--- src/hdl/latg_pkg.sv ---
`timescale 1ns / 1ps
`default_nettype none
// ----------------------------------------------------------------------------
// latg_pkg: shared types and constants of the toroidal life grid
// Beat layouts, request and register codes, controller states, the
// controller/datapath command and status bundles and the B3/S23 cell rule.
// ----------------------------------------------------------------------------
package latg_pkg;

   // default grid capacity
   localparam int DEF_MAX_ROWS = 64;
   localparam int DEF_MAX_COLS = 128;

   // size registers
   localparam int ROWS_CFG_W  = 7;
   localparam int COLS_CFG_W  = 8;
   localparam int CSR_DATA_W  = 8;
   localparam int CSR_INDEX_W = 1;
   localparam logic [ROWS_CFG_W-1:0] ROWS_RESET = 7'd30;
   localparam logic [COLS_CFG_W-1:0] COLS_RESET = 8'd90;

   // rule constants
   localparam logic [3:0] BIRTH_COUNT   = 4'd3;
   localparam logic [3:0] SURVIVE_COUNT = 4'd2;

   typedef enum logic [1:0] {
      REQ_WRITE = 2'd0,
      REQ_READ  = 2'd1,
      REQ_STEP  = 2'd2
   } req_code_type;

   typedef enum logic [CSR_INDEX_W-1:0] {
      CSR_ROWS = 1'b0,
      CSR_COLS = 1'b1
   } csr_index_type;

   typedef struct packed {
      logic [1:0] req_type;
      logic [5:0] row_index;
      logic [6:0] col_index;
      logic       cell_in;
   } req_beat_type;

   typedef struct packed {
      logic cell_out;
      logic range_error;
   } rsp_beat_type;

   typedef enum logic [3:0] {
      ST_CLEAR,
      ST_IDLE,
      ST_DECODE,
      ST_RD_WAIT,
      ST_WR_MOD,
      ST_GEN_PREV,
      ST_GEN_CUR,
      ST_GEN_ROW,
      ST_FINISH
   } ctrl_state_type;

   // grid read address sources
   typedef enum logic [2:0] {
      RD_REQ,
      RD_LAST,
      RD_ZERO,
      RD_ONE,
      RD_AHEAD
   } rd_sel_type;

   // grid write sources
   typedef enum logic [1:0] {
      WR_CLEAR,
      WR_CELL,
      WR_GEN
   } wr_sel_type;

   typedef struct packed {
      logic       capture;
      logic       rd_en;
      rd_sel_type rd_sel;
      logic       wr_en;
      wr_sel_type wr_sel;
      logic       load_prev;
      logic       load_cur;
      logic       gen_shift;
      logic       cnt_clear;
      logic       cnt_inc;
      logic       load_cell;
      logic       rsp_load;
   } dp_cmd_type;

   typedef struct packed {
      logic [1:0] req_kind;
      logic       range_err;
      logic       clear_last;
      logic       gen_last;
      logic       rsp_free;
   } dp_status_type;

   // B3/S23: birth on three neighbors, survival on two or three
   function automatic logic life_rule(input logic [7:0] nbrs, input logic self_bit);
      logic [3:0] total;
      total = '0;
      for (int i = 0; i < 8; i++) begin
         total = total + 4'(nbrs[i]);
      end
      if (total == BIRTH_COUNT) begin
         return 1'b1;
      end else if (total == SURVIVE_COUNT) begin
         return self_bit;
      end
      return 1'b0;
   endfunction

endpackage
`default_nettype wire

--- src/hdl/latg_ctrl.sv ---
`timescale 1ns / 1ps
`default_nettype none
// ----------------------------------------------------------------------------
// latg_ctrl: request sequencer
// Runs the clearing pass, single-cell read and write, and the row-by-row
// generation walk, and issues datapath commands.
// ----------------------------------------------------------------------------
module latg_ctrl
   import latg_pkg::*;
(
   input  wire logic          clock,
   input  wire logic          reset,
   input  wire logic          req_valid,
   output logic               req_ready,
   output dp_cmd_type         cmd,
   input  wire dp_status_type sts
);

   ctrl_state_type state_ff;
   ctrl_state_type state_in;

   // next state
   always_comb begin
      state_in = state_ff;
      unique case (state_ff)
         ST_CLEAR: begin
            if (sts.clear_last) begin
               state_in = ST_IDLE;
            end
         end
         ST_IDLE: begin
            if (req_valid) begin
               state_in = ST_DECODE;
            end
         end
         ST_DECODE: begin
            unique case (sts.req_kind) inside
               REQ_READ:  state_in = sts.range_err ? ST_FINISH : ST_RD_WAIT;
               REQ_WRITE: state_in = sts.range_err ? ST_FINISH : ST_WR_MOD;
               REQ_STEP:  state_in = ST_GEN_PREV;
               default:   state_in = ST_FINISH;
            endcase
         end
         ST_RD_WAIT:  state_in = ST_FINISH;
         ST_WR_MOD:   state_in = ST_FINISH;
         ST_GEN_PREV: state_in = ST_GEN_CUR;
         ST_GEN_CUR:  state_in = ST_GEN_ROW;
         ST_GEN_ROW: begin
            if (sts.gen_last) begin
               state_in = ST_FINISH;
            end
         end
         ST_FINISH: begin
            if (sts.rsp_free) begin
               state_in = ST_IDLE;
            end
         end
         default: state_in = ST_CLEAR;
      endcase
   end

   // outputs
   always_comb begin
      cmd        = '0;
      cmd.rd_sel = RD_REQ;
      cmd.wr_sel = WR_CLEAR;
      req_ready  = 1'b0;
      unique case (state_ff)
         ST_CLEAR: begin
            cmd.wr_en     = 1'b1;
            cmd.wr_sel    = WR_CLEAR;
            cmd.cnt_clear = sts.clear_last;
            cmd.cnt_inc   = !sts.clear_last;
         end
         ST_IDLE: begin
            req_ready   = 1'b1;
            cmd.capture = req_valid;
         end
         ST_DECODE: begin
            unique case (sts.req_kind) inside
               REQ_READ, REQ_WRITE: begin
                  cmd.rd_en  = !sts.range_err;
                  cmd.rd_sel = RD_REQ;
               end
               REQ_STEP: begin
                  cmd.rd_en  = 1'b1;
                  cmd.rd_sel = RD_LAST;
               end
               default: begin
                  cmd.rd_en = 1'b0;
               end
            endcase
         end
         ST_RD_WAIT: begin
            cmd.load_cell = 1'b1;
         end
         ST_WR_MOD: begin
            cmd.wr_en  = 1'b1;
            cmd.wr_sel = WR_CELL;
         end
         ST_GEN_PREV: begin
            cmd.load_prev = 1'b1;
            cmd.rd_en     = 1'b1;
            cmd.rd_sel    = RD_ZERO;
         end
         ST_GEN_CUR: begin
            cmd.load_cur  = 1'b1;
            cmd.rd_en     = 1'b1;
            cmd.rd_sel    = RD_ONE;
            cmd.cnt_clear = 1'b1;
         end
         ST_GEN_ROW: begin
            cmd.wr_en     = 1'b1;
            cmd.wr_sel    = WR_GEN;
            cmd.gen_shift = 1'b1;
            cmd.rd_en     = 1'b1;
            cmd.rd_sel    = RD_AHEAD;
            cmd.cnt_inc   = !sts.gen_last;
         end
         ST_FINISH: begin
            cmd.rsp_load = sts.rsp_free;
         end
         default: begin
            cmd.rsp_load = 1'b0;
         end
      endcase
   end

   // state register
   always_ff @(posedge clock) begin
      if (reset) begin
         state_ff <= ST_CLEAR;
      end else begin
         state_ff <= state_in;
      end
   end

   // a result never overwrites one still waiting
   a_rsp_slot_free: assert property (@(posedge clock) disable iff (reset)
      cmd.rsp_load |-> sts.rsp_free)
      else $error("result loaded while output beat still pending");

   // the row walk only runs on a loaded window
   a_window_loaded: assert property (@(posedge clock) disable iff (reset)
      (state_ff == ST_GEN_ROW) |->
         ($past(state_ff) == ST_GEN_CUR) || ($past(state_ff) == ST_GEN_ROW))
      else $error("row walk entered without window load");

   // a captured request is decoded on the next cycle
   a_capture_decode: assert property (@(posedge clock) disable iff (reset)
      cmd.capture |=> (state_ff == ST_DECODE) && !req_ready)
      else $error("captured request not decoded");

endmodule
`default_nettype wire

--- config.mk ---
export PLATFORM = sky130hd
export DESIGN_NAME = latg_ctrl
export DESIGN_NICKNAME = d
export VERILOG_FILES = /design/src/hdl/latg_pkg.sv /design/src/hdl/latg_ctrl.sv
export SDC_FILE = /design/constraint.sdc
export NUM_CORES = 1
export LEC_CHECK = 0
export ABC_AREA = 1
export BUFFER_PORTS_ARGS = -buffer_cell sky130_fd_sc_hd__buf_2
export CORE_AREA = 8 8 45 47
export DETAILED_ROUTE_END_ITERATION = 6
export DIE_AREA = 0 0 53 55
export GPL_TIMING_DRIVEN = 0
export PLACE_DENSITY = 0.68
export SETUP_SLACK_MARGIN = 0.02
export SLEW_MARGIN = 10
export SYNTH_ARGS = -nofsm -noshare
export SYNTH_HDL_FRONTEND = slang
export SYNTH_SLANG_ARGS = --single-unit
--- constraint.sdc ---
create_clock -name clock -period 2 [get_ports clock]
set_input_delay 0.3 -clock clock [delete_from_list [all_inputs] [get_ports clock]]
set_output_delay 0.3 -clock clock [all_outputs]
set_load 0.01 [all_outputs]
### Word-level counts from Yosys, hierarchy flattened

Index checks and enable logic that the tools add are counted.

* eq/ne operators: 14
* muxes and demuxes: 21
* reduce and logical (&&, ||, !) cells: 8

Operator list (number)
* $pmux 4 s8: 1
* $mux 4: 6
* $eq 4x3->1 const B: 4
* $pmux 4 s4: 1
* $pmux 4 s3: 1
* $pmux 3 s3: 1
* $eq 4x2->1 const B: 2
* $mux 1: 8
* $ne 2x2->1 const B: 4
* $pmux 1 s2: 3
* $eq 4x1->1 const B: 1
* $eq 4x4->1 const B: 1
* $logic_not 4->1: 1
* $reduce_and 4->1: 1
* $reduce_or 2->1: 2
* $logic_not 1->1: 3
* $eq 2x1->1 const B: 1
* $eq 2x2->1 const B: 1
* $logic_not 2->1: 1

* flip-flop bits (word level): 4
* bits of input ports: 9
* output and inout bits: 16
* word-level logic and storage cells: 44

### Longest topological paths before layout

* word-level depth: 4
* gate-level depth with buffers: 7
* mapped depth without buffers: 7

### Worst setup path before layout

OpenSTA, ideal clock, no wires.

* path kind: reg2out
* start point: register state_ff[3]
* end point: output port cmd[13] (netlist name)
* data arrival time: 980 ps
* data required time: 1700 ps
* setup slack: 720 ps
* stages on the path, launching flop included: 4
* path buffers: 0
* cell sequence: dfxtp_1 -> inv_2 -> nand2_1 -> o32ai_1

RTL lines
* start, declared: RTL line latg_ctrl.sv:19 `ctrl_state_type state_ff;`
* start signal, assigned: RTL line latg_ctrl.sv:134 `state_ff <= state_in;`
* end, declared: RTL line latg_ctrl.sv:15 `output dp_cmd_type cmd,`

==> impl_metrics.tcl <==
set metrics [dict create \
    boundaryPins 25 \
    die_w_um 53 \
    syn_nets 84 \
    layout-drive-gt1-share_pct 44.1 \
    min_period_over_period_pct 81.5 \
    synth_top_family_by_area "simple AND/OR/NAND/NOR gates" \
    crit_arrival_ns 1.33 \
    ys_seq_area_share_pct 17.6 \
    yosys_register_bits 4 \
    skew_ns 0.00226 \
    vias 550 \
    synthAdderAreaFrac_pct 0 \
    layout.nets 113 \
    setup_viol 0 \
    grt_pass1_vias 511 \
    worstReg2RegStart "state_ff[1]" \
    hp-start "reset" \
    crit_buf_inv 2 \
    grt-ovfl-total 0 \
    cts_root_buf "clkbuf_4" \
    rsz0062_at_grt "no" \
    slew_viol_final 0 \
    synthSimpleGateAreaFrac_pct 54.7 \
    holdWs_ns 0.277 \
    wl_per_cell_um 10.7 \
    hp-class "in -> reg" \
    synth.area.top_cells "dfxtp_1, nand2_1, inv_1" \
    post_cts_resized 0 \
    clkSinkCount 4 \
    route.detailed.drc 0 \
    tns_ns 0 \
    initial_utilization_pct 32.9 \
    reg.largest.list "state_ff x4" \
    gp_congestion 0.777 \
    status "finished, final reports clean" \
    ir_worst_vdd_v 0.000501 \
    holdPathStages 2 \
    dieArea_um2 2920 \
    synthMuxAreaShare_pct 0 \
    synth_top_area_cell "dfxtp_1" \
    drt_pass1_iterations 4 \
    worst_slew_pin_slew_ns 0.300 \
    synthXorXnorAreaFrac_pct 0 \
    cp_slowest_cell "dfxtp_1" \
    routed_wl_um 1270 \
    worstSetupStartpointType "flip-flop" \
    synth_compound_area_share_pct 16.2 \
    cts_buffers 3 \
    grt_pass1_wl_um 2150 \
    hold_viol 0 \
    htreeDepth 1 \
    holdPathEnd "state_ff[0]" \
    path_cells "inv_2, nand2_1, o32ai_1, buf_2" \
    crit_fanout 6 \
    drv_cap 0 \
    synth_top_area_share_pct 17.6 \
    clock_latency_ns 0.23 \
    largest-register "state_ff" \
    core_area_um2 1380 \
    io_buffer_count 24 \
    area_delta_synth_final_pct 35.7 \
    cp_top_family "flip-flops" \
    ff2ff_path_depth 7 \
    die_height_um 55 \
    viasPerCell 4.66 \
    crit_required_ns 1.70 \
    drt_iter0_drc 9 \
    syn_area_um2 455 \
    synthFlopType "dfxtp_1" \
    antenna_found_initial 0 \
    grt_max_degree 9 \
    fin_util_pct 44.7 \
    layout_common_cells "buf_2, nand2_1, inv_1, nor2_1, nor2_2" \
    path_class "reg -> out" \
    rows 14 \
    fin_crit_ns 1.63 \
    avgSynthCellArea_um2 6.07 \
    final_common_cell "buf_2" \
    p_per_area_nw_per_um2 787 \
    largest_register_ffs 4 \
    p_leak_nw 0.360 \
    slew_headroom_pct 80.0 \
    synth.distinct_cells 24 \
    cts_setup_buffers 0 \
    antennaDiodeCount 0 \
    regToRegSetupSlack_ns 0.80 \
    clockBufferDepth 2 \
    max_freq_ghz 0.613 \
    clk_pin_slew_ns 0.04 \
    final.fill_count 158 \
    r2r-end "state_ff[0]" \
    synth_edf_count 0 \
    critPathMaxStageDelay_ns 0.38 \
    ys_warn_count 0 \
    cts_tree "built" \
    drtAntennaViolNets 0 \
    crit_path_end_kind "primary output" \
    dp_hpwl_um 1090 \
    grtUsageTotal_pct 9.50 \
    cts_hold_buf 0 \
    power.total_mw 0.487 \
    postSynth.asyncResetShare_pct 0 \
    synth_cells 75 \
]
## synth_stat cells, types with 2 or more instances
cell,instances
nand2_1,16
inv_1,11
nor2_1,11
nor2_2,5
dfxtp_1,4
nand3_1,4
a21oi_1,3
inv_2,3
nand2_2,2
nand2_4,2
## routing by layer
metal | global-route usage [%] | share of wire, %
met1 | 11.1 | 44
met4 | 3.88 | 1.5
met3 | 2.94 | 10
met5 | 0 | 0
met2 | 15.8 | 45
## cell families after synthesis
logic type / Yosys count
buf+inv: 14
simple gates: 46
flops: 4
compound gates: 11
## through the flow
stage / std cells / setup slack [ns] / cell area, um^2
6_report: 118 / 0.369 / 618
5_1_grt: 118 / 0.262 / 618
4_1_cts: 118 / 0.369 / 618
3_5_place_dp: 115 / 0.624 / 596
3_3_place_gp: 115 / 0.623 / 596
2_1_floorplan: 75 / 0.720 / 455
## final cells by class
class	count	area, um^2	area share [%]
Inverter	14	52.6	8.50
Multi-Input combinational cell	57	323	52.2
Sequential cell	4	80.1	13.0
Clock buffer	3	22.5	3.64
Tap cell	16	20.0	3.24
Timing Repair Buffer	24	120	19.4
## how the worst max path moves through the flow
stage / startpoint / slack [ns] / cells after the start / endpoint
after global placement: state_ff[3] / 0.62 / 4 / cmd[13]
after detailed placement: state_ff[3] / 0.62 / 5 / cmd[3]
after global routing: state_ff[3] / 0.26 / 4 / cmd[13]
after CTS: state_ff[3] / 0.37 / 5 / cmd[3]
after floorplan: state_ff[3] / 0.72 / 3 / cmd[13]
final: state_ff[2] / 0.37 / 4 / cmd[13]
## power by group
part           switching (mW)  internal (mW)  leakage (nW)  total (mW)
logic                   0.167          0.105         0.313       0.273
registers              0.0219         0.0943        0.0326       0.116
clock network          0.0308         0.0669        0.0138      0.0977
total                   0.220          0.267         0.360       0.487
(Power assumes the default switching activity.)
