===== src/hdl/latg_pkg.sv =====
`timescale 1ns / 1ps
`default_nettype none
// ----------------------------------------------------------------------------
// latg_pkg: shared types and constants of the toroidal life grid
// Beat layouts, request and register codes, controller states, the
// controller/datapath command and status bundles and the B3/S23 cell rule.
// ----------------------------------------------------------------------------
package latg_pkg;

   // default grid capacity
   localparam int DEF_MAX_ROWS = 64;
   localparam int DEF_MAX_COLS = 128;

   // size registers
   localparam int ROWS_CFG_W  = 7;
   localparam int COLS_CFG_W  = 8;
   localparam int CSR_DATA_W  = 8;
   localparam int CSR_INDEX_W = 1;
   localparam logic [ROWS_CFG_W-1:0] ROWS_RESET = 7'd30;
   localparam logic [COLS_CFG_W-1:0] COLS_RESET = 8'd90;

   // rule constants
   localparam logic [3:0] BIRTH_COUNT   = 4'd3;
   localparam logic [3:0] SURVIVE_COUNT = 4'd2;

   typedef enum logic [1:0] {
      REQ_WRITE = 2'd0,
      REQ_READ  = 2'd1,
      REQ_STEP  = 2'd2
   } req_code_type;

   typedef enum logic [CSR_INDEX_W-1:0] {
      CSR_ROWS = 1'b0,
      CSR_COLS = 1'b1
   } csr_index_type;

   typedef struct packed {
      logic [1:0] req_type;
      logic [5:0] row_index;
      logic [6:0] col_index;
      logic       cell_in;
   } req_beat_type;

   typedef struct packed {
      logic cell_out;
      logic range_error;
   } rsp_beat_type;

   typedef enum logic [3:0] {
      ST_CLEAR,
      ST_IDLE,
      ST_DECODE,
      ST_RD_WAIT,
      ST_WR_MOD,
      ST_GEN_PREV,
      ST_GEN_CUR,
      ST_GEN_ROW,
      ST_FINISH
   } ctrl_state_type;

   // grid read address sources
   typedef enum logic [2:0] {
      RD_REQ,
      RD_LAST,
      RD_ZERO,
      RD_ONE,
      RD_AHEAD
   } rd_sel_type;

   // grid write sources
   typedef enum logic [1:0] {
      WR_CLEAR,
      WR_CELL,
      WR_GEN
   } wr_sel_type;

   typedef struct packed {
      logic       capture;
      logic       rd_en;
      rd_sel_type rd_sel;
      logic       wr_en;
      wr_sel_type wr_sel;
      logic       load_prev;
      logic       load_cur;
      logic       gen_shift;
      logic       cnt_clear;
      logic       cnt_inc;
      logic       load_cell;
      logic       rsp_load;
   } dp_cmd_type;

   typedef struct packed {
      logic [1:0] req_kind;
      logic       range_err;
      logic       clear_last;
      logic       gen_last;
      logic       rsp_free;
   } dp_status_type;

   // B3/S23: birth on three neighbors, survival on two or three
   function automatic logic life_rule(input logic [7:0] nbrs, input logic self_bit);
      logic [3:0] total;
      total = '0;
      for (int i = 0; i < 8; i++) begin
         total = total + 4'(nbrs[i]);
      end
      if (total == BIRTH_COUNT) begin
         return 1'b1;
      end else if (total == SURVIVE_COUNT) begin
         return self_bit;
      end
      return 1'b0;
   endfunction

endpackage
`default_nettype wire


===== src/hdl/latg_datapath.sv =====
`timescale 1ns / 1ps
`default_nettype none
// ----------------------------------------------------------------------------
// latg_datapath: grid datapath
// Size registers, request hold, three-row window and rule evaluation,
// grid memory addressing and the output register.
// ----------------------------------------------------------------------------
module latg_datapath
   import latg_pkg::*;
#(
   parameter int MAX_ROWS = DEF_MAX_ROWS,
   parameter int MAX_COLS = DEF_MAX_COLS
) (
   input  wire logic                        clock,
   input  wire logic                        reset,
   input  wire req_beat_type                req_data,
   output rsp_beat_type                     rsp_data,
   output logic                             rsp_valid,
   input  wire logic                        rsp_ready,
   input  wire logic                        csr_write_en,
   input  wire logic [CSR_INDEX_W-1:0]      csr_index,
   input  wire logic [CSR_DATA_W-1:0]       csr_wdata,
   input  wire dp_cmd_type                  cmd,
   output dp_status_type                    sts,
   output logic                             mem_wr_en,
   output logic [$clog2(MAX_ROWS)-1:0]      mem_wr_addr,
   output logic [MAX_COLS-1:0]              mem_wr_data,
   output logic                             mem_rd_en,
   output logic [$clog2(MAX_ROWS)-1:0]      mem_rd_addr,
   input  wire logic [MAX_COLS-1:0]         mem_rd_data
);

   localparam int RAW   = $clog2(MAX_ROWS);
   localparam int CAW   = $clog2(MAX_COLS);
   localparam int RCNTW = $clog2(MAX_ROWS + 1) + 1;
   localparam int CCNTW = $clog2(MAX_COLS + 1) + 1;
   localparam int RW    = (RCNTW > ROWS_CFG_W) ? RCNTW : ROWS_CFG_W;
   localparam int CW    = (CCNTW > COLS_CFG_W) ? CCNTW : COLS_CFG_W;

   req_beat_type            req_ff, req_in;
   logic [ROWS_CFG_W-1:0]   rows_cfg_ff, rows_cfg_in;
   logic [COLS_CFG_W-1:0]   cols_cfg_ff, cols_cfg_in;
   logic [RAW-1:0]          row_ff, row_in;
   logic [MAX_COLS-1:0]     prev_ff, prev_in;
   logic [MAX_COLS-1:0]     cur_ff, cur_in;
   logic [MAX_COLS-1:0]     first_ff, first_in;
   logic                    cell_ff, cell_in_bit;
   logic                    rsp_valid_ff, rsp_valid_in;
   rsp_beat_type            rsp_data_ff, rsp_data_in;

   logic [RW-1:0]           eff_rows;
   logic [CW-1:0]           eff_cols;
   logic [RW-1:0]           last_row;
   logic [RW-1:0]           ahead_row;
   logic [CAW-1:0]          last_col;
   logic [CAW-1:0]          col_addr;
   logic                    range_err;
   logic                    gen_last;
   logic                    kind_rw;
   logic [MAX_COLS-1:0]     next_src;
   logic [MAX_COLS-1:0]     row_mod;
   logic [MAX_COLS-1:0]     new_row;

   // clamp the sizes in use to one through capacity
   always_comb begin
      if (rows_cfg_ff == '0) begin
         eff_rows = RW'(1);
      end else if (RW'(rows_cfg_ff) > RW'(MAX_ROWS)) begin
         eff_rows = RW'(MAX_ROWS);
      end else begin
         eff_rows = RW'(rows_cfg_ff);
      end
      if (cols_cfg_ff == '0) begin
         eff_cols = CW'(1);
      end else if (CW'(cols_cfg_ff) > CW'(MAX_COLS)) begin
         eff_cols = CW'(MAX_COLS);
      end else begin
         eff_cols = CW'(cols_cfg_ff);
      end
   end

   assign last_row  = eff_rows - RW'(1);
   assign last_col  = CAW'(eff_cols - CW'(1));
   assign ahead_row = RW'(row_ff) + RW'(2);
   assign col_addr  = CAW'(req_ff.col_index);
   assign range_err = (RW'(req_ff.row_index) >= eff_rows) ||
                      (CW'(req_ff.col_index) >= eff_cols);
   assign gen_last  = (RW'(row_ff) == last_row);
   assign kind_rw   = (req_ff.req_type == REQ_READ) || (req_ff.req_type == REQ_WRITE);

   // status to the sequencer
   always_comb begin
      sts            = '0;
      sts.req_kind   = req_ff.req_type;
      sts.range_err  = range_err;
      sts.clear_last = (row_ff == RAW'(MAX_ROWS - 1));
      sts.gen_last   = gen_last;
      sts.rsp_free   = !rsp_valid_ff || rsp_ready;
   end

   // size register writes
   always_comb begin
      rows_cfg_in = rows_cfg_ff;
      cols_cfg_in = cols_cfg_ff;
      if (csr_write_en) begin
         unique case (csr_index_type'(csr_index))
            CSR_ROWS: rows_cfg_in = csr_wdata[ROWS_CFG_W-1:0];
            CSR_COLS: cols_cfg_in = csr_wdata[COLS_CFG_W-1:0];
            default:  rows_cfg_in = rows_cfg_ff;
         endcase
      end
   end

   // grid read address
   always_comb begin
      mem_rd_en = cmd.rd_en;
      unique case (cmd.rd_sel)
         RD_REQ:   mem_rd_addr = RAW'(req_ff.row_index);
         RD_LAST:  mem_rd_addr = RAW'(last_row);
         RD_ZERO:  mem_rd_addr = '0;
         RD_ONE:   mem_rd_addr = (RW'(1) < eff_rows) ? RAW'(1) : '0;
         RD_AHEAD: mem_rd_addr = (ahead_row < eff_rows) ? RAW'(ahead_row) : '0;
         default:  mem_rd_addr = '0;
      endcase
   end

   // merge one cell into the row read back
   always_comb begin
      row_mod           = mem_rd_data;
      row_mod[col_addr] = req_ff.cell_in;
   end

   // below neighbor of the last row is the saved original first row
   assign next_src = gen_last ? first_ff : mem_rd_data;

   // evaluate one row of the next generation, wrapping at the column in use
   always_comb begin
      logic [MAX_COLS-1:0] p_l, c_l, n_l, p_r, c_r, n_r;
      logic [7:0]          nbrs;
      logic                at_end;
      p_l = {prev_ff[MAX_COLS-2:0], prev_ff[last_col]};
      c_l = {cur_ff[MAX_COLS-2:0], cur_ff[last_col]};
      n_l = {next_src[MAX_COLS-2:0], next_src[last_col]};
      p_r = {prev_ff[0], prev_ff[MAX_COLS-1:1]};
      c_r = {cur_ff[0], cur_ff[MAX_COLS-1:1]};
      n_r = {next_src[0], next_src[MAX_COLS-1:1]};
      new_row = cur_ff;
      for (int c = 0; c < MAX_COLS; c++) begin
         at_end = (CAW'(c) == last_col);
         nbrs = {p_l[c], prev_ff[c], at_end ? prev_ff[0] : p_r[c],
                 c_l[c],             at_end ? cur_ff[0]  : c_r[c],
                 n_l[c], next_src[c], at_end ? next_src[0] : n_r[c]};
         if (CW'(c) < eff_cols) begin
            new_row[c] = life_rule(nbrs, cur_ff[c]);
         end
      end
   end

   // grid write port
   always_comb begin
      mem_wr_en = cmd.wr_en;
      unique case (cmd.wr_sel)
         WR_CLEAR: begin
            mem_wr_addr = row_ff;
            mem_wr_data = '0;
         end
         WR_CELL: begin
            mem_wr_addr = RAW'(req_ff.row_index);
            mem_wr_data = row_mod;
         end
         WR_GEN: begin
            mem_wr_addr = row_ff;
            mem_wr_data = new_row;
         end
         default: begin
            mem_wr_addr = row_ff;
            mem_wr_data = '0;
         end
      endcase
   end

   // request hold, window shift, row counter and read result
   always_comb begin
      req_in      = cmd.capture ? req_data : req_ff;
      prev_in     = prev_ff;
      cur_in      = cur_ff;
      first_in    = first_ff;
      row_in      = row_ff;
      cell_in_bit = cmd.load_cell ? mem_rd_data[col_addr] : cell_ff;
      if (cmd.load_prev) begin
         prev_in = mem_rd_data;
      end
      if (cmd.load_cur) begin
         cur_in   = mem_rd_data;
         first_in = mem_rd_data;
      end
      if (cmd.gen_shift) begin
         prev_in = cur_ff;
         cur_in  = next_src;
      end
      if (cmd.cnt_clear) begin
         row_in = '0;
      end else if (cmd.cnt_inc) begin
         row_in = row_ff + RAW'(1);
      end
   end

   // output beat
   always_comb begin
      rsp_valid_in = rsp_valid_ff;
      rsp_data_in  = rsp_data_ff;
      if (cmd.rsp_load) begin
         rsp_valid_in             = 1'b1;
         rsp_data_in.cell_out     = (req_ff.req_type == REQ_READ) && !range_err && cell_ff;
         rsp_data_in.range_error  = kind_rw && range_err;
      end else if (rsp_ready) begin
         rsp_valid_in = 1'b0;
      end
   end

   // control registers
   always_ff @(posedge clock) begin
      if (reset) begin
         rows_cfg_ff  <= ROWS_RESET;
         cols_cfg_ff  <= COLS_RESET;
         row_ff       <= '0;
         rsp_valid_ff <= 1'b0;
      end else begin
         rows_cfg_ff  <= rows_cfg_in;
         cols_cfg_ff  <= cols_cfg_in;
         row_ff       <= row_in;
         rsp_valid_ff <= rsp_valid_in;
      end
   end

   // payload registers
   always_ff @(posedge clock) begin
      req_ff      <= req_in;
      prev_ff     <= prev_in;
      cur_ff      <= cur_in;
      first_ff    <= first_in;
      cell_ff     <= cell_in_bit;
      rsp_data_ff <= rsp_data_in;
   end

   assign rsp_valid = rsp_valid_ff;
   assign rsp_data  = rsp_data_ff;

   // an out-of-range write leaves the grid alone
   a_no_bad_write: assert property (@(posedge clock) disable iff (reset)
      (cmd.wr_en && (cmd.wr_sel == WR_CELL)) |-> !range_err)
      else $error("cell write issued with coordinate out of range");

   // generation writes stay inside the rows in use
   a_gen_in_rows: assert property (@(posedge clock) disable iff (reset)
      (cmd.wr_en && (cmd.wr_sel == WR_GEN)) |-> (RW'(row_ff) < eff_rows))
      else $error("generation row written outside rows in use");

   // an advance answers with an all-zero beat
   a_step_zero: assert property (@(posedge clock) disable iff (reset)
      (cmd.rsp_load && (req_ff.req_type == REQ_STEP)) |=> (rsp_data_ff == '0))
      else $error("advance result not zero");

endmodule
`default_nettype wire


===== config.mk =====
export PLATFORM = sky130hd
export DESIGN_NAME = latg_datapath
export DESIGN_NICKNAME = d
export VERILOG_FILES = /design/src/hdl/latg_pkg.sv /design/src/hdl/latg_datapath.sv
export SDC_FILE = /design/constraint.sdc
export NUM_CORES = 2
export LEC_CHECK = 0
export ABC_AREA = 1
export ABC_CLOCK_PERIOD_IN_PS = 7600
export CORE_UTILIZATION = 35
export CTS_CLUSTER_SIZE = 14
export DETAILED_ROUTE_END_ITERATION = 6
export DONT_BUFFER_PORTS = 1
export SLEW_MARGIN = 20
export SYNTH_ARGS = -nofsm -noshare
export SYNTH_HDL_FRONTEND = slang
export SYNTH_SLANG_ARGS = --single-unit

===== constraint.sdc =====
create_clock -name clock -period 7.6 [get_ports clock]
set_input_delay 0.38 -clock clock [delete_from_list [all_inputs] [get_ports clock]]
set_output_delay 0.38 -clock clock [all_outputs]
set_load 0.02 [all_outputs]

Word-level counts from Yosys, hierarchy flattened
Index checks and enable logic that the tools add are counted.
Widths: inputs -> output; s select.
{ "word_totals": {"ff_bits": 425, "input_bits": 172, "output_inout_bits": 151, "elab_cells": 2766} }
{ "classes": {"addsub": 900, "magnitude_cmp": 137, "n_eq_ne": 390, "n_mux": 1304, "bitwise": 1, "reduce_logical": 20} }
{ "op_table": {"columns": ["cell", "count"], "rows": [
  ["$add 4x1->4", 512],
  ["$mux 1", 1285],
  ["$eq 4x2->1 const B", 256],
  ["$mux 128", 5],
  ["$add 3x1->4", 128],
  ["$lt 7x8->1 const A", 64],
  ["$eq 7x7->1 const A", 63],
  ["$add 2x1->3", 128],
  ["$add 1x1->2", 128],
  ["$lt 6x8->1 const A", 32],
  ["$pmux 128 s2", 1],
  ["$eq 6x7->1 const A", 32],
  ["$bwmux 128", 1],
  ["$lt 5x8->1 const A", 16],
  ["$eq 5x7->1 const A", 16],
  ["$lt 4x8->1 const A", 8],
  ["$eq 4x7->1 const A", 8],
  ["$lt 3x8->1 const A", 4],
  ["$bmux 1 s7", 4],
  ["$eq 3x7->1 const A", 4],
  ["$lt 1x8->1 const A", 3],
  ["$mux 8", 3],
  ["$pmux 6 s4", 1],
  ["$lt 2x8->1 const A", 2],
  ["other kinds (34)", 48]
]} }

Longest topological paths before layout
{ "depth": {"ltp_word": 21, "mapped_depth": 38, "mapped_depth_nobuf": 35} }

Least setup slack after synthesis
OpenSTA, ideal clock, no wires.
{ "synth_path": {"path_kind": "register to output", "startpoint": "register cols_cfg_ff[1]", "endpoint": "output port mem_wr_data[0]", "arrival_ns": 6.345, "t_required_ns": 7.220, "slack_ns": 0.875, "path_stages_with_launch": 33, "path_buffers": 6, "cell_sequence": "dfxtp_1 nor4_4 nand3_2 nand2_4 nand2_1 nand2_1 buf_4 buf_2 clkbuf_1 ha_1 buf_2 inv_1 clkbuf_1 buf_1 o21ai_0 o21ai_0 nand2_1 a41oi_1 nor2_1 nand2_1 nand2_1 fa_1 inv_1 fa_1 inv_1 fa_1 ha_1 fa_1 o21ai_0 nand2_1 o22ai_1 o311ai_0 a21oi_1"} }
{ "synth_via": {"elab_chain_len": 20, "elab_cells_between_ends": 32, "cone_classes": "8 x add/sub; 2 x order compare; 2 x eq/ne; 18 x mux; 2 x reduce/logical"} }
{ "synth_rtl": {"columns": ["item", "line_no", "text"], "rows": [
  ["from (decl)", "latg_datapath.sv:42", "logic [COLS_CFG_W-1:0] cols_cfg_ff, cols_cfg_in;"],
  ["from (signal assigned)", "latg_datapath.sv:230", "cols_cfg_ff <= cols_cfg_in;"],
  ["$gt 8x8->1", "latg_datapath.sv:75", "end else if (CW'(cols_cfg_ff) > CW'(MAX_COLS)) begin"],
  ["$mux 8", "latg_datapath.sv:75", null],
  ["$mux 8 (*)", "latg_datapath.sv:73", "if (cols_cfg_ff == '0) begin"],
  ["parallel branches: the longest is 15 deep, another holds $sub 7x1->7", null, null],
  ["$mux 1 (*)", "latg_datapath.sv:153", "if (CW'(c) < eff_cols) begin"],
  ["$pmux 128 s2 (*)", "latg_datapath.sv:162", "unique case (cmd.wr_sel)"],
  ["to (decl)", "latg_datapath.sv:27", "output logic [MAX_COLS-1:0] mem_wr_data,"]
]} }
Every way passes the cells marked *. The select of a mux whose other input is x is not followed.

Worst setup path after layout
{ "layout_path": {"startpoint": "register cols_cfg_ff[6]", "endpoint": "output port mem_wr_data[46]"} }
{ "layout_via": {"elab_chain_len": 20, "elab_cells_between_ends": 26, "cone_classes": "8 x add/sub; 2 x order compare; 3 x eq/ne; 12 x mux; 1 x reduce/logical"} }
{ "layout_rtl": {"columns": ["item", "line_no", "text"], "rows": [
  ["$gt 8x8->1", "latg_datapath.sv:75", null],
  ["$mux 8", "latg_datapath.sv:75", null],
  ["$mux 8 (*)", "latg_datapath.sv:73", null],
  ["$sub 7x1->7", "latg_datapath.sv:83", "assign last_col = CAW'(eff_cols - CW'(1));"],
  ["$eq 6x7->1", "latg_datapath.sv:149", "at_end = (CAW'(c) == last_col);"],
  ["$mux 1", "latg_datapath.sv:152", "n_l[c], next_src[c], at_end ? next_src[0] : n_r[c]};"],
  ["$add 1x1->2", "latg_pkg.sv:105", "total = total + 4'(nbrs[i]);"],
  ["$add 2x1->3", "latg_pkg.sv:105", null],
  ["$add 3x1->4", "latg_pkg.sv:105", null],
  ["$add 4x1->4 (4 in series)", "latg_pkg.sv:105", null],
  ["$eq 4x2->1", "latg_pkg.sv:109", "end else if (total == SURVIVE_COUNT) begin"],
  ["$mux 1", "latg_pkg.sv:109", null],
  ["$mux 1", "latg_pkg.sv:107", "if (total == BIRTH_COUNT) begin"],
  ["$mux 1", "latg_datapath.sv:153", null],
  ["$mux 1", "latg_pkg.sv:112", "return 1'b0;"],
  ["$mux 1 (*)", "latg_datapath.sv:153", null],
  ["$pmux 128 s2 (*)", "latg_datapath.sv:162", null]
]} }
Every way passes the cells marked *; elsewhere a longest branch is shown, timed or not. The select of a mux whose other input is x is not followed.

==> results_dict.tcl <==
set metrics [dict create \
    die_area_sq_mm 0.1591 \
    path_clk_slew_ps 70 \
    layout_common_cells "nand2_1, inv_1, o21ai_0, fa_1, nor2_1" \
    p_leak_nw 28.86 \
    synth_area_sq_mm 0.05512 \
    synth_cells 7135 \
    synth.area.top_cells "edfxtp_1, fa_1, ha_1" \
    synth_top_area_cell "edfxtp_1" \
    grt_usage 0.3110 \
    worst-setup-path-type "reg2out" \
    cts-root-buf "clkbuf_16" \
    rsz0062_at_grt "true" \
    cp-start-kind "flop" \
    firstDrtPassIters 7 \
    setup_ws_ps 129.0 \
    power_mw 13.86 \
    nets 8438 \
    initial_core_util 0.3529 \
    portBuffers 0 \
    finalSetupViolCount 0 \
    cp_max_fo 10 \
    max_clock_freq_ghz 0.1339 \
    required_ps 7220 \
    slew_violations 0 \
    max_slew_margin 0.1184 \
    cap_violations 0 \
    wire_per_inst_um 26.76 \
    die_h_um 398.8 \
    worst_pin_slew_ps 1321 \
    ys_warn_count 0 \
    dr_total_vias 55240 \
    synth_edf_count 403 \
    clock_sinks 425 \
    core-area_sq_mm 0.1562 \
    hold_path.class "in2reg" \
    finalHoldViolations 0 \
    power_density_mw_per_mm2 219.8 \
    synth-main-ff-cell "edfxtp_1" \
    skew_ps 24.39 \
    syn_to_final_growth_pct 14.41 \
    h-tree-depth 2 \
    numCtsBuffers 61 \
    seq_area_frac_synth 0.2275 \
    routed_wl_mm 253.6 \
    fill_cells 15800 \
    ys_ff_latch 425 \
    yosysTopAreaCellShare 0.2196 \
    layout_min_cycle_time_ps 7471 \
    worst_ep_arrival_time_ps 7090 \
    synth-async-reset-ratio 0 \
    io-pin-count 323 \
    chipWidth_um 398.8 \
    grt_overflow_total 0 \
    grt_pass1_vias 52360 \
    grt_pass1_wl_mm 360.5 \
    ys_types 57 \
    post-route-period-util 0.9830 \
    drtIter0Drc 7083 \
    cts_tree "done" \
    ant_nets 0 \
    syn_nets 8235 \
    peakVddDrop_uv 173.2 \
    dp_slack_ps 602.1 \
    avgSynthCellArea_sq_um 7.725 \
    drive_gt1_frac 0.08444 \
    final_common_cell "nand2_1" \
    cts_max_path_buffers 3 \
    fp-row-count 145 \
    clock_latency_ps 720 \
    drc 0 \
    hpwl_mm 178.8 \
    place_congestion 0.9940 \
    status "finished, final reports clean" \
    antenna_found_initial 32 \
    via_per_inst 5.828 \
    grt_start_max_net_pins 192 \
    worstSetupEndpointType "output pin" \
]
==> metal layers <==
layer,vias up,part of all wire,GRT usage
met5,-,0.00050,0
met4,22,0.079,0.2162
met3,864,0.13,0.08784
met2,3709,0.42,0.4578
met1,26370,0.37,0.3921
li1,24270,-,-
==> timing repair <==
item,CTS,global route
hold buffers,165,0
gates resized for setup,9,65
pin swaps,0,20
endpoints found under the hold margin,568,0
cloned,0,2
setup endpoints to repair,32,114
buffers inserted,0,26
==> through the flow <==
step           instance area (sq um)  std cells  utilization  setup TNS (ps)  hold WS, ps
2_1_floorplan                  55120       7135            -               0        444.5
3_3_place_gp                   58610       9140       0.3752               0        450.5
3_5_place_dp                   58610       9140       0.3752               0        458.4
4_1_cts                        62470       9420       0.3999               0        6.927
5_1_grt                        63030       9466       0.4035          -292.6        80.21
6_report                       63060       9478       0.4037               0        43.87
==> critical path: stages (launching register included) <==
cell and delay [ps]:
dfxtp_1 340, nor4_4 310, nand3_2 130, nand2_4 120, nand2_1 100, nand2_4 140, inv_6 50, ha_1 210
nor2_1 250, nor2_4 100, nor2_4 120, buf_4 250, inv_2 100, nor2_2 520, inv_2 330, nor2_1 370
nand2_1 90, o21ai_0 130, fa_1 490, fa_1 520, inv_1 40, ha_1 200, fa_1 480, o21ai_0 80
o21ai_0 170, o211ai_1 140, a21oi_1 350, buf_4 210
==> cell type report <==
type	instances	area [sq um]	share of cell area
antenna	30	75.07	0.001190
clock buffer	72	1578	0.02502
clock inverter	43	570.5	0.009047
inverter	1171	4447	0.07051
multi-input combinational	5217	36980	0.5864
sequential	425	12550	0.1989
tap	2058	2575	0.04083
timing repair buffer	461	4280	0.06788
timing repair inverter	1	8.758	0.0001389
==> path summary, 6_finish.rpt <==
kind | from | to | slack [ps] | depth (start not counted)
max | cols_cfg_ff[6] | mem_wr_data[46] | 130 | 27
min | csr_write_en | rows_cfg_ff[3] | 40 | 3
min reg2reg | rows_cfg_ff[5] | rows_cfg_ff[5] | 490 | 2
max reg2reg | col_addr[2] | cell_ff | 2630 | 9
==> registers in the layout, indices dropped and copies added, names as in the netlist <==
| name | cells |
|---|---|
| rsp_data | 2 |
| cols_cfg_ff | 8 |
| prev_ff | 128 |
| row_ff | 6 |
| rows_cfg_ff | 7 |
| first_ff | 128 |
| sts | 2 |
| cell_ff | 1 |
| rsp_valid | 1 |
| cur_ff | 128 |
| req_ff | 7 |
| col_addr | 7 |
==> cells by family after synthesis <==
group / Yosys count / synth area share
fa+ha+maj: 928 / 0.2804
simple gates: 2311 / 0.1875
compound gates: 1977 / 0.1980
buf+inv: 1493 / 0.1064
xor+xnor: 1 / 0.0001589
flops: 425 / 0.2275
==> cell usage after synthesis, types with 105 or more instances <==
library cell	instances
fa_1	512
nand3_1	218
nand2_1	1377
o211ai_1	157
inv_1	1123
ha_1	416
nor2_1	454
o21ai_1	105
a21oi_1	466
edfxtp_1	403
clkbuf_1	225
o21ai_0	1027
==> power by group <==
part,internal (mW),switching (mW)
Clock,1.92,1.31
Combinational,2.86,4.79
Sequential,2.81,0.171
Note: power is estimated with default switching activity, not from simulation.
